### src/sv/flash_block_page_state_tracker_assert.svh
// assertion macros for the flash block page state tracker
// concurrent checks on a named clock and active-low reset, empty in synthesis
`ifndef FLASH_BLOCK_PAGE_STATE_TRACKER_ASSERT_SVH
`define FLASH_BLOCK_PAGE_STATE_TRACKER_ASSERT_SVH
`ifndef SYNTHESIS
`define FBPT_ASSERT_CR(lbl, clk, rst_n, prop, msg) \
  lbl: assert property (@(posedge clk) disable iff (!rst_n) prop) else $error(msg);
`define FBPT_ASSERT(lbl, prop, msg) `FBPT_ASSERT_CR(lbl, clk_i, rst_ni, prop, msg)
`else
`define FBPT_ASSERT_CR(lbl, clk, rst_n, prop, msg)
`define FBPT_ASSERT(lbl, prop, msg)
`endif
`endif

### src/sv/fbpt_pkg.sv
// shared codes and types for the flash block page state tracker
// no dependencies
`timescale 1ns / 1ps

package fbpt_pkg;

  localparam logic [1:0] CMD_WRITE = 2'd0;
  localparam logic [1:0] CMD_INVAL = 2'd1;
  localparam logic [1:0] CMD_ERASE = 2'd2;
  localparam logic [1:0] CMD_QUERY = 2'd3;

  localparam logic [1:0] PG_EMPTY   = 2'd0;
  localparam logic [1:0] PG_VALID   = 2'd1;
  localparam logic [1:0] PG_INVALID = 2'd2;

  localparam logic [1:0] BLK_FREE     = 2'd0;
  localparam logic [1:0] BLK_ACTIVE   = 2'd1;
  localparam logic [1:0] BLK_INACTIVE = 2'd2;

  localparam logic [1:0] ST_OK        = 2'd0;
  localparam logic [1:0] ST_NO_ERASES = 2'd1;
  localparam logic [1:0] ST_NOT_EMPTY = 2'd2;

  localparam logic REG_ERASE_LIMIT = 1'b0;
  localparam logic REG_PAGES       = 1'b1;

  localparam logic [19:0] ERASE_LIMIT_RST = 20'd100000;
  localparam logic [6:0]  PAGES_RST       = 7'd64;

  typedef struct packed {
    logic        wr_limit;
    logic [19:0] wdata;
    logic [19:0] erase_limit;
    logic [6:0]  pages;
  } cfg_t;

  typedef struct packed {
    logic [1:0]  status;
    logic [1:0]  page_code;
    logic [6:0]  valid_pages;
    logic [6:0]  invalid_pages;
    logic [6:0]  empty_pages;
    logic [1:0]  blk_mode;
    logic [5:0]  next_empty_page;
    logic        has_empty;
    logic [19:0] erase_count;
  } result_t;

endpackage

### src/sv/fbpt_page_mem.sv
// page state memory, one port, registered read data
// depends on nothing beyond its parameters
`timescale 1ns / 1ps

module fbpt_page_mem #(
  parameter int DEPTH = 64,
  parameter int AW    = 6
) (
  input  logic          clk_i,
  input  logic          we_i,
  input  logic          re_i,
  input  logic [AW-1:0] addr_i,
  input  logic [1:0]    wdata_i,
  output logic [1:0]    rdata_o
);

  logic [1:0] mem_q [DEPTH];
  logic [1:0] rdata_q;

  always_ff @(posedge clk_i) begin
    if (we_i) begin
      mem_q[addr_i] <= wdata_i;
    end
    if (re_i) begin
      rdata_q <= mem_q[addr_i];
    end
  end

  assign rdata_o = rdata_q;

endmodule

### src/sv/fbpt_seq.sv
// command sequencer: page read, update, clear sweep and empty-page scan
// uses fbpt_pkg, fbpt_page_mem and the assertion macro header
`timescale 1ns / 1ps
`include "flash_block_page_state_tracker_assert.svh"

module fbpt_seq import fbpt_pkg::*; #(
  parameter int MAX_PAGES = 64
) (
  input  logic       clk_i,
  input  logic       rst_ni,
  input  logic       start_i,
  input  logic [1:0] cmd_i,
  input  logic [5:0] page_index_i,
  input  logic       is_noop_i,
  input  cfg_t       cfg_i,
  input  logic       res_ready_i,
  output logic       busy_o,
  output logic       res_valid_o,
  output result_t    res_o
);

  localparam int AW = (MAX_PAGES > 1) ? $clog2(MAX_PAGES) : 1;
  localparam int CW = $clog2(MAX_PAGES + 1);
  localparam int SW = (CW > 7) ? CW : 7;
  localparam int UW = SW + 1;
  localparam int XW = (AW > 6) ? AW : 6;

  localparam logic [2:0] S_INIT = 3'd0;
  localparam logic [2:0] S_IDLE = 3'd1;
  localparam logic [2:0] S_RD   = 3'd2;
  localparam logic [2:0] S_EXEC = 3'd3;
  localparam logic [2:0] S_CLR  = 3'd4;
  localparam logic [2:0] S_SCAN = 3'd5;
  localparam logic [2:0] S_DONE = 3'd6;

  logic [2:0]    state_q, state_d;
  logic [CW-1:0] cnt_q, cnt_d;
  logic [CW-1:0] chk_q, chk_d;
  logic          chk_vld_q, chk_vld_d;
  logic [1:0]    cmd_q, cmd_d;
  logic [5:0]    page_q, page_d;
  logic          noop_q, noop_d;
  logic          in_use_q, in_use_d;
  logic [CW-1:0] valid_q, valid_d;
  logic [CW-1:0] invalid_q, invalid_d;
  logic [1:0]    mode_q, mode_d;
  logic [19:0]   erases_q, erases_d;
  logic [1:0]    status_q, status_d;
  logic [1:0]    pso_q, pso_d;
  logic [5:0]    next_q, next_d;
  logic          has_q, has_d;

  logic          mem_we, mem_re;
  logic [AW-1:0] mem_addr;
  logic [1:0]    mem_wdata, mem_rdata;
  logic          erase_go;

  logic [SW-1:0] pages_x, size_x;
  logic [XW-1:0] page_x;
  logic [AW-1:0] page_addr;
  logic          cnt_last, cnt_in_size;
  logic [UW-1:0] used_x, empty_x, inv_sum;

  assign pages_x = SW'(cfg_i.pages);
  assign size_x  = (pages_x == '0) ? SW'(1) :
                   (pages_x > SW'(MAX_PAGES)) ? SW'(MAX_PAGES) : pages_x;
  assign page_x    = XW'(page_q);
  assign page_addr = page_x[AW-1:0];
  assign cnt_last    = (cnt_q == CW'(MAX_PAGES - 1));
  assign cnt_in_size = (SW'(cnt_q) < size_x);
  assign inv_sum = UW'(invalid_q) + UW'(1);
  assign used_x  = UW'(valid_q) + UW'(invalid_q);
  assign empty_x = (used_x >= UW'(size_x)) ? '0 : UW'(size_x) - used_x;

  fbpt_page_mem #(
    .DEPTH(MAX_PAGES),
    .AW   (AW)
  ) u_mem (
    .clk_i  (clk_i),
    .we_i   (mem_we),
    .re_i   (mem_re),
    .addr_i (mem_addr),
    .wdata_i(mem_wdata),
    .rdata_o(mem_rdata)
  );

  always_comb begin
    state_d   = state_q;
    cnt_d     = cnt_q;
    chk_d     = chk_q;
    chk_vld_d = 1'b0;
    cmd_d     = cmd_q;
    page_d    = page_q;
    noop_d    = noop_q;
    in_use_d  = in_use_q;
    valid_d   = valid_q;
    invalid_d = invalid_q;
    mode_d    = mode_q;
    erases_d  = erases_q;
    status_d  = status_q;
    pso_d     = pso_q;
    next_d    = next_q;
    has_d     = has_q;
    mem_we    = 1'b0;
    mem_re    = 1'b0;
    mem_addr  = cnt_q[AW-1:0];
    mem_wdata = PG_EMPTY;
    erase_go  = 1'b0;
    res_valid_o = 1'b0;

    case (state_q)
      S_INIT: begin
        mem_we = 1'b1;
        if (cnt_last) begin
          cnt_d   = '0;
          state_d = S_IDLE;
        end else begin
          cnt_d = cnt_q + CW'(1);
        end
      end
      S_IDLE: begin
        if (start_i) begin
          cmd_d    = cmd_i;
          page_d   = page_index_i;
          noop_d   = is_noop_i;
          in_use_d = (SW'(page_index_i) < size_x);
          state_d  = S_RD;
        end
      end
      S_RD: begin
        if (in_use_q) begin
          mem_re   = 1'b1;
          mem_addr = page_addr;
        end
        state_d = S_EXEC;
      end
      S_EXEC: begin
        status_d = ST_OK;
        pso_d    = in_use_q ? mem_rdata : PG_EMPTY;
        case (cmd_q)
          CMD_WRITE: begin
            if (in_use_q) begin
              if (mem_rdata != PG_EMPTY) begin
                status_d = ST_NOT_EMPTY;
              end else if (!noop_q) begin
                mem_we    = 1'b1;
                mem_addr  = page_addr;
                mem_wdata = PG_VALID;
                valid_d   = valid_q + CW'(1);
                mode_d    = BLK_ACTIVE;
                pso_d     = PG_VALID;
              end
            end
          end
          CMD_INVAL: begin
            if (in_use_q && (mem_rdata != PG_INVALID)) begin
              if ((mem_rdata == PG_VALID) && (valid_q != '0)) begin
                valid_d = valid_q - CW'(1);
              end
              invalid_d = inv_sum[CW-1:0];
              mem_we    = 1'b1;
              mem_addr  = page_addr;
              mem_wdata = PG_INVALID;
              pso_d     = PG_INVALID;
              mode_d    = (inv_sum >= UW'(size_x)) ? BLK_INACTIVE : BLK_ACTIVE;
            end
          end
          CMD_ERASE: begin
            if (!noop_q) begin
              if (erases_q == '0) begin
                status_d = ST_NO_ERASES;
              end else begin
                erase_go  = 1'b1;
                erases_d  = erases_q - 20'd1;
                valid_d   = '0;
                invalid_d = '0;
                mode_d    = BLK_FREE;
                pso_d     = PG_EMPTY;
              end
            end
          end
          default: begin
          end
        endcase
        cnt_d   = '0;
        state_d = erase_go ? S_CLR : S_SCAN;
      end
      S_CLR: begin
        mem_we = 1'b1;
        if (cnt_last) begin
          cnt_d   = '0;
          next_d  = '0;
          has_d   = 1'b1;
          state_d = S_DONE;
        end else begin
          cnt_d = cnt_q + CW'(1);
        end
      end
      S_SCAN: begin
        if (chk_vld_q && (mem_rdata == PG_EMPTY)) begin
          next_d  = 6'(chk_q);
          has_d   = 1'b1;
          state_d = S_DONE;
        end else if (!chk_vld_q && !cnt_in_size) begin
          next_d  = '0;
          has_d   = 1'b0;
          state_d = S_DONE;
        end else if (cnt_in_size) begin
          mem_re    = 1'b1;
          chk_d     = cnt_q;
          chk_vld_d = 1'b1;
          cnt_d     = cnt_q + CW'(1);
        end
      end
      S_DONE: begin
        res_valid_o = 1'b1;
        if (res_ready_i) begin
          state_d = S_IDLE;
        end
      end
      default: begin
        state_d = S_IDLE;
      end
    endcase

    if (cfg_i.wr_limit) begin
      erases_d = cfg_i.wdata;
    end
  end

  always_ff @(posedge clk_i or negedge rst_ni) begin
    if (!rst_ni) begin
      state_q   <= S_INIT;
      cnt_q     <= '0;
      chk_vld_q <= 1'b0;
      valid_q   <= '0;
      invalid_q <= '0;
      mode_q    <= BLK_FREE;
      erases_q  <= ERASE_LIMIT_RST;
    end else begin
      state_q   <= state_d;
      cnt_q     <= cnt_d;
      chk_vld_q <= chk_vld_d;
      valid_q   <= valid_d;
      invalid_q <= invalid_d;
      mode_q    <= mode_d;
      erases_q  <= erases_d;
    end
  end

  always_ff @(posedge clk_i) begin
    chk_q    <= chk_d;
    cmd_q    <= cmd_d;
    page_q   <= page_d;
    noop_q   <= noop_d;
    in_use_q <= in_use_d;
    status_q <= status_d;
    pso_q    <= pso_d;
    next_q   <= next_d;
    has_q    <= has_d;
  end

  assign busy_o = (state_q != S_IDLE);

  always_comb begin
    res_o.status          = status_q;
    res_o.page_code       = pso_q;
    res_o.valid_pages     = 7'(valid_q);
    res_o.invalid_pages   = 7'(invalid_q);
    res_o.empty_pages     = empty_x[6:0];
    res_o.blk_mode        = mode_q;
    res_o.next_empty_page = next_q;
    res_o.has_empty       = has_q;
    res_o.erase_count     = cfg_i.erase_limit - erases_q;
  end

  `FBPT_ASSERT(a_cnt_bound, (CW+1)'(valid_q) + (CW+1)'(invalid_q) <= (CW+1)'(MAX_PAGES), "page counts exceed block size")
  `FBPT_ASSERT(a_scan_no_write, (state_q == S_SCAN) |-> !mem_we, "page write during scan")
  `FBPT_ASSERT(a_erase_clear, (state_q == S_EXEC) && erase_go |=> (state_q == S_CLR) && (valid_q == '0) && (invalid_q == '0), "erase did not clear counts")

endmodule

### src/sv/flash_block_page_state_tracker.sv
// write, invalidate, query and a noop or refused erase end with an empty-page scan that
// reads one page per cycle from the single-port page memory;
// a successful erase instead runs a clearing pass over all MAX_PAGES pages
// one transaction at a time: the next is taken once the result is registered
// reset: clears counts and mode, loads erase limit 100000 and 64 pages, then runs a
// clearing pass over every page of the page memory while input is stalled
`timescale 1ns / 1ps
`include "flash_block_page_state_tracker_assert.svh"

module flash_block_page_state_tracker import fbpt_pkg::*; #(
  parameter int MAX_PAGES = 64
) (
  input  logic        clk_i,
  input  logic        rst_ni,
  input  logic        cfg_we_i,
  input  logic        cfg_idx_i,
  input  logic [19:0] cfg_wdata_i,
  input  logic        in_valid_i,
  output logic        in_stall_o,
  input  logic [1:0]  cmd_i,
  input  logic [5:0]  page_index_i,
  input  logic        is_noop_i,
  output logic        out_valid_o,
  input  logic        out_stall_i,
  output logic [1:0]  status_o,
  output logic [1:0]  page_state_out_o,
  output logic [6:0]  valid_pages_o,
  output logic [6:0]  invalid_pages_o,
  output logic [6:0]  empty_pages_o,
  output logic [1:0]  block_state_out_o,
  output logic [5:0]  next_empty_page_o,
  output logic        has_empty_o,
  output logic [19:0] erase_count_o
);

  logic [19:0] erase_limit_q;
  logic [6:0]  pages_q;
  cfg_t        cfg;
  logic        busy, res_valid, res_ready, load;
  result_t     res;
  result_t     out_q;
  logic        out_valid_q, out_valid_d;

  always_ff @(posedge clk_i or negedge rst_ni) begin
    if (!rst_ni) begin
      erase_limit_q <= ERASE_LIMIT_RST;
      pages_q       <= PAGES_RST;
    end else if (cfg_we_i) begin
      case (cfg_idx_i)
        REG_ERASE_LIMIT: erase_limit_q <= cfg_wdata_i;
        REG_PAGES:       pages_q       <= cfg_wdata_i[6:0];
        default: begin
        end
      endcase
    end
  end

  assign cfg.wr_limit    = cfg_we_i && (cfg_idx_i == REG_ERASE_LIMIT);
  assign cfg.wdata       = cfg_wdata_i;
  assign cfg.erase_limit = erase_limit_q;
  assign cfg.pages       = pages_q;

  fbpt_seq #(
    .MAX_PAGES(MAX_PAGES)
  ) u_seq (
    .clk_i       (clk_i),
    .rst_ni      (rst_ni),
    .start_i     (in_valid_i && !busy),
    .cmd_i       (cmd_i),
    .page_index_i(page_index_i),
    .is_noop_i   (is_noop_i),
    .cfg_i       (cfg),
    .res_ready_i (res_ready),
    .busy_o      (busy),
    .res_valid_o (res_valid),
    .res_o       (res)
  );

  assign in_stall_o = busy;

  // output register
  assign res_ready = !out_valid_q || !out_stall_i;
  assign load      = res_valid && res_ready;

  always_comb begin
    out_valid_d = out_valid_q;
    if (load) begin
      out_valid_d = 1'b1;
    end else if (!out_stall_i) begin
      out_valid_d = 1'b0;
    end
  end

  always_ff @(posedge clk_i or negedge rst_ni) begin
    if (!rst_ni) begin
      out_valid_q <= 1'b0;
    end else begin
      out_valid_q <= out_valid_d;
    end
  end

  always_ff @(posedge clk_i) begin
    if (load) begin
      out_q <= res;
    end
  end

  assign out_valid_o       = out_valid_q;
  assign status_o          = out_q.status;
  assign page_state_out_o  = out_q.page_code;
  assign valid_pages_o     = out_q.valid_pages;
  assign invalid_pages_o   = out_q.invalid_pages;
  assign empty_pages_o     = out_q.empty_pages;
  assign block_state_out_o = out_q.blk_mode;
  assign next_empty_page_o = out_q.next_empty_page;
  assign has_empty_o       = out_q.has_empty;
  assign erase_count_o     = out_q.erase_count;

  `FBPT_ASSERT(a_accept_busy, in_valid_i && !in_stall_o |=> in_stall_o, "accepted transaction did not make block busy")

endmodule
### config.mk
export PLATFORM = sky130hd
export DESIGN_NAME = flash_block_page_state_tracker
export DESIGN_NICKNAME = d
export VERILOG_FILES = /design/src/sv/fbpt_pkg.sv /design/src/sv/fbpt_page_mem.sv /design/src/sv/fbpt_seq.sv /design/src/sv/flash_block_page_state_tracker.sv
export VERILOG_INCLUDE_DIRS = /design/src /design/src/sv
export SDC_FILE = /design/constraint.sdc
export NUM_CORES = 1
export LEC_CHECK = 0
export BUFFER_PORTS_ARGS = -buffer_cell sky130_fd_sc_hd__buf_4
export CAP_MARGIN = 20
export CORE_MARGIN = 5
export CORE_UTILIZATION = 25
export CTS_BUF_LIST = sky130_fd_sc_hd__clkbuf_2
export CTS_CLUSTER_SIZE = 25
export DETAILED_ROUTE_END_ITERATION = 10
export MAX_ROUTING_LAYER = met4
export SKIP_CTS_REPAIR_TIMING = 1
export SYNTH_ARGS = -nofsm -noshare
export SYNTH_HDL_FRONTEND = slang
export SYNTH_HIERARCHICAL = 1
export SYNTH_SLANG_ARGS = --single-unit
### constraint.sdc
create_clock -name clk_i -period 7.84 [get_ports clk_i]
set_input_delay 1.176 -clock clk_i [delete_from_list [all_inputs] [get_ports clk_i]]
set_output_delay 1.176 -clock clk_i [all_outputs]
set_load 0.03 [all_outputs]
==> reports/metrics.yaml <==
cpLargestDelayFamily: "simple AND/OR/NAND/NOR gates"
drv_slew: 0
clk_pin_slew_ps: 90
grt_max_degree: 76
antenna_found_initial: 2
pin_count: 91
drc: 0
gp_congestion: 0.8891
synth-seq-cells: 286
root_buffer: "clkbuf_2"
crit_path_start_kind: "register"
period_needed_ps: 4729
worst_slew_pin_slew_ps: 1047
gr-total-overflow: 0
crit_type: "register to register"
ys_warn_count: 6
power.switching_mw: 0.8936
grt_pass1_wl_mm: 56.48
fill_cells: 5889
synth_edf_count: 211
grt_util_all_layers_pct: 11.60
async_reset_ff_share_pct: 26.22
outcome: "finished, final reports clean"
max_freq_ghz: 0.2115
h-tree-depth: 3
rsz0062_at_grt: "no"
drive_above_1_share_pct: 22.71
die_w_um: 250.0
dieArea_mm2: 0.06251
leakagePower_nw: 6.053
final_hold_viol_count: 0
coreArea_mm2: 0.05737
ys_types: 85
routedWlPerCell_um: 17.00
synth_fp_nets: 1269
setup_tns_ps: 0
clk_latency_ps: 960
portBuffers: 90
nets: 1406
cts_tree: "yes"
required_ps: 8390
netSwitchingFraction_pct: 28.20
final_antenna_net_count: 0
power_frac_seq_pct: 53.7
cts_made_buffers: 76
clk_path_buf_depth: 3
syn-cell-area_mm2: 0.01440
critical_path.endpoint_type: "register"
finalCritPeriodShare_pct: 60.32
syn_avg_cell_area_um2: 12.41
fin_ws_ps: 3111
crit_path_frequent_cell: "nor2_1"
final-setup-viol-count: 0
rows: 88
r2r_setup_slack_ps: 3110
ys_seq_area_share_pct: 57.14
finClkSkew_ps: 111.2
dieHeight_um: 250.0
hpwl_mm: 24.64
fin_area_mm2: 0.01657
max_stage_delay_ps: 880
maxCapViolCount: 0
first_pass_iters: 6
vias_per_cell: 4.671
grt_pass1_vias: 9993
routed_wl_mm: 36.10
placed_area_mm2: 0.01585
powerDensity_mw_per_mm2: 191.3
first_iter_violations: 1045
ir_drop_mv: 0.07030
path_cells: "inv_1 -> ha_1 -> a21oi_1 -> nor2_1 -> mux2i_1 -> nor3b_1 -> a22o_1 -> buf_4 -> nor2b_1 -> nand3_1 -> nor2_1"
synth_flop_cell: "edfxtp_1"
p_comb_share_pct: 13.7
crit_buf_inv: 2
vias: 9917
clockPowerShare_pct: 32.6
cts_sinks: 286
slew_headroom_pct: 30.08
syn_inst: 1161
critical_path.slowest_cell: "nor2b_1"
worst-endpoint-arrival_ps: 5280
cp_max_fo: 28
internal_power_mw: 2.276
worstHoldPathType: "register to register"
place_ws_ps: 3314
syn_to_final_growth_pct: 15.05
start_util_pct: 25.11
==> power groups by stage <==
stage	logic [mW]	clock network [mW]	registers (mW)
final	0.433	1.03	1.70
after global routing	0.489	1.17	1.71
after CTS	0.433	1.09	1.70
after detailed placement	0.430	0	1.74
after global placement	0.421	0	1.73
after floorplan	0.328	0	1.73
==> layout by cell type (no fill, tap or decap), types with 9 or more instances in the layout <==
master    netlist  layout
mux2i_1        14      14
ha_1           69      69
xnor2_1        44      44
o21ai_0        51      51
clkbuf_2        0     109
a221oi_1       14      14
mux2_2         15      15
inv_1          64      64
dfstp_2        13      13
nor2_1        126     125
dfrtp_1        62      62
a21boi_0        9       9
buf_4           3      97
clkinv_1        0      20
nand2b_1       14      14
mux4_2         11      11
xor2_1         11      11
edfxtp_1      211     211
nor3_1         19      18
nand2_1        71      71
nor2b_1        17      17
a21oi_1        44      44
nand3_1        20      20
and2_1         11      10
mux2_4         23      23
a21o_1         12      12
==> cell families (layout without fill, tap and decap cells) <==
family	after synthesis	after routing	share of synthesized area, %
fa+ha+maj	73	73	6.550
simple gates	341	341	11.48
flops	286	286	57.14
xor+xnor	55	55	3.345
buf+inv	106	301	3.501
other cells	0	2	0
mux	65	65	6.628
compound gates	235	235	11.36
==> cell usage after synthesis (12+ instances only) <==
master,count,area share (%)
nand2_1,71,1.9
a221oi_1,14,0.85
nand3_1,20,0.70
inv_1,64,1.7
ha_1,69,6.0
nor3_1,19,0.66
nor2_1,126,3.3
mux2_2,15,1.2
mux2_4,23,2.4
a21oi_1,44,1.5
xnor2_1,44,2.7
o21ai_0,51,1.8
nor2b_1,17,0.74
a21o_1,12,0.63
nand2b_1,14,0.61
dfrtp_1,62,11
dfstp_2,13,2.4
clkbuf_1,17,0.44
edfxtp_1,211,44
mux2i_1,14,0.97
==> worst register-to-register path, delay by kind of cell, from the launching register on <==
kind                     cells  cell delay, ps
multiplexers                 1              80
flip-flops                   1             430
AO/OA/AOI/OAI                2             380
AND/OR/NAND/NOR              5            2510
adder cells (fa/ha/maj)      1             510
buffers and inverters        2             450
==> sequential cells by signal, summed over array words and instances, names as in the netlist, 3 cells and up <==
| name | flops |
|---|---|
| u_seq/invalid_q | 7 |
| u_seq/cnt_q | 7 |
| u_seq/chk_q | 6 |
| u_seq/state_q | 3 |
| erase_count_o | 20 |
| next_empty_page_o | 6 |
| u_seq/valid_q | 7 |
| invalid_pages_o | 7 |
| u_seq/u_mem/mem_q | 128 |
| u_seq/next_q | 6 |
| u_seq/erases_q | 20 |
| u_seq/page_addr | 6 |
| pages_q | 7 |
| valid_pages_o | 7 |
| erase_limit_q | 20 |
| empty_pages_o | 7 |
==> layer usage <==
metal,vias up,share of wire (%),track usage [%],routed length (um)
li1,4638,-,-,-
met1,4832,43,14.45,15450
met2,371,47,18.47,17140
met3,76,6.9,2.855,2492
met4,0,2.8,4.148,1017
met5,-,0,-,0
==> layout make-up <==
class                   count  area [um2]  share of cell area, %
flip-flops and latches    286        8229                  49.66
multi-input cells         769        5684                  34.30
well taps                 765       957.2                  5.777
repair buffers             99       765.7                  4.621
clock buffers             109       545.5                  3.292
inverters                  66       247.7                  1.495
clock inverters            27       135.1                 0.8155
diodes                      2       5.005                0.03020
==> worst paths after layout <==
kind | start | end | depth (start not counted)
setup / recovery | u_seq/cmd_q[1]$_DFFE_PP_ | u_seq/u_mem/mem_q[5][1]$_DFFE_PP_ | 11
hold / removal | u_seq/next_q[3]$_SDFFCE_PN0P_ | next_empty_page_o[3]$_DFFE_PP_ | 0
setup reg to reg | u_seq/cmd_q[1]$_DFFE_PP_ | u_seq/u_mem/mem_q[5][1]$_DFFE_PP_ | 11
hold reg to reg | u_seq/next_q[3]$_SDFFCE_PN0P_ | next_empty_page_o[3]$_DFFE_PP_ | 0
max in group asynchronous | rst_ni | u_seq/erases_q[15]$_DFFE_PN1P_ | 3
min in group asynchronous | rst_ni | erase_limit_q[2]$_DFFE_PN0P_ | 2
==> metrics by stage <==
step	total power [mW]	cells	hold slack, ps	util (%)
after floorplan	2.054	1161	400.3	-
after global placement	2.155	1983	406.9	27.62
after detailed placement	2.165	1983	405.2	27.62
after CTS	3.223	2119	268.6	28.81
after global routing	3.369	2123	328.6	28.88
final	3.169	2123	398.8	28.88
Note: power is estimated with default switching activity, not from simulation.
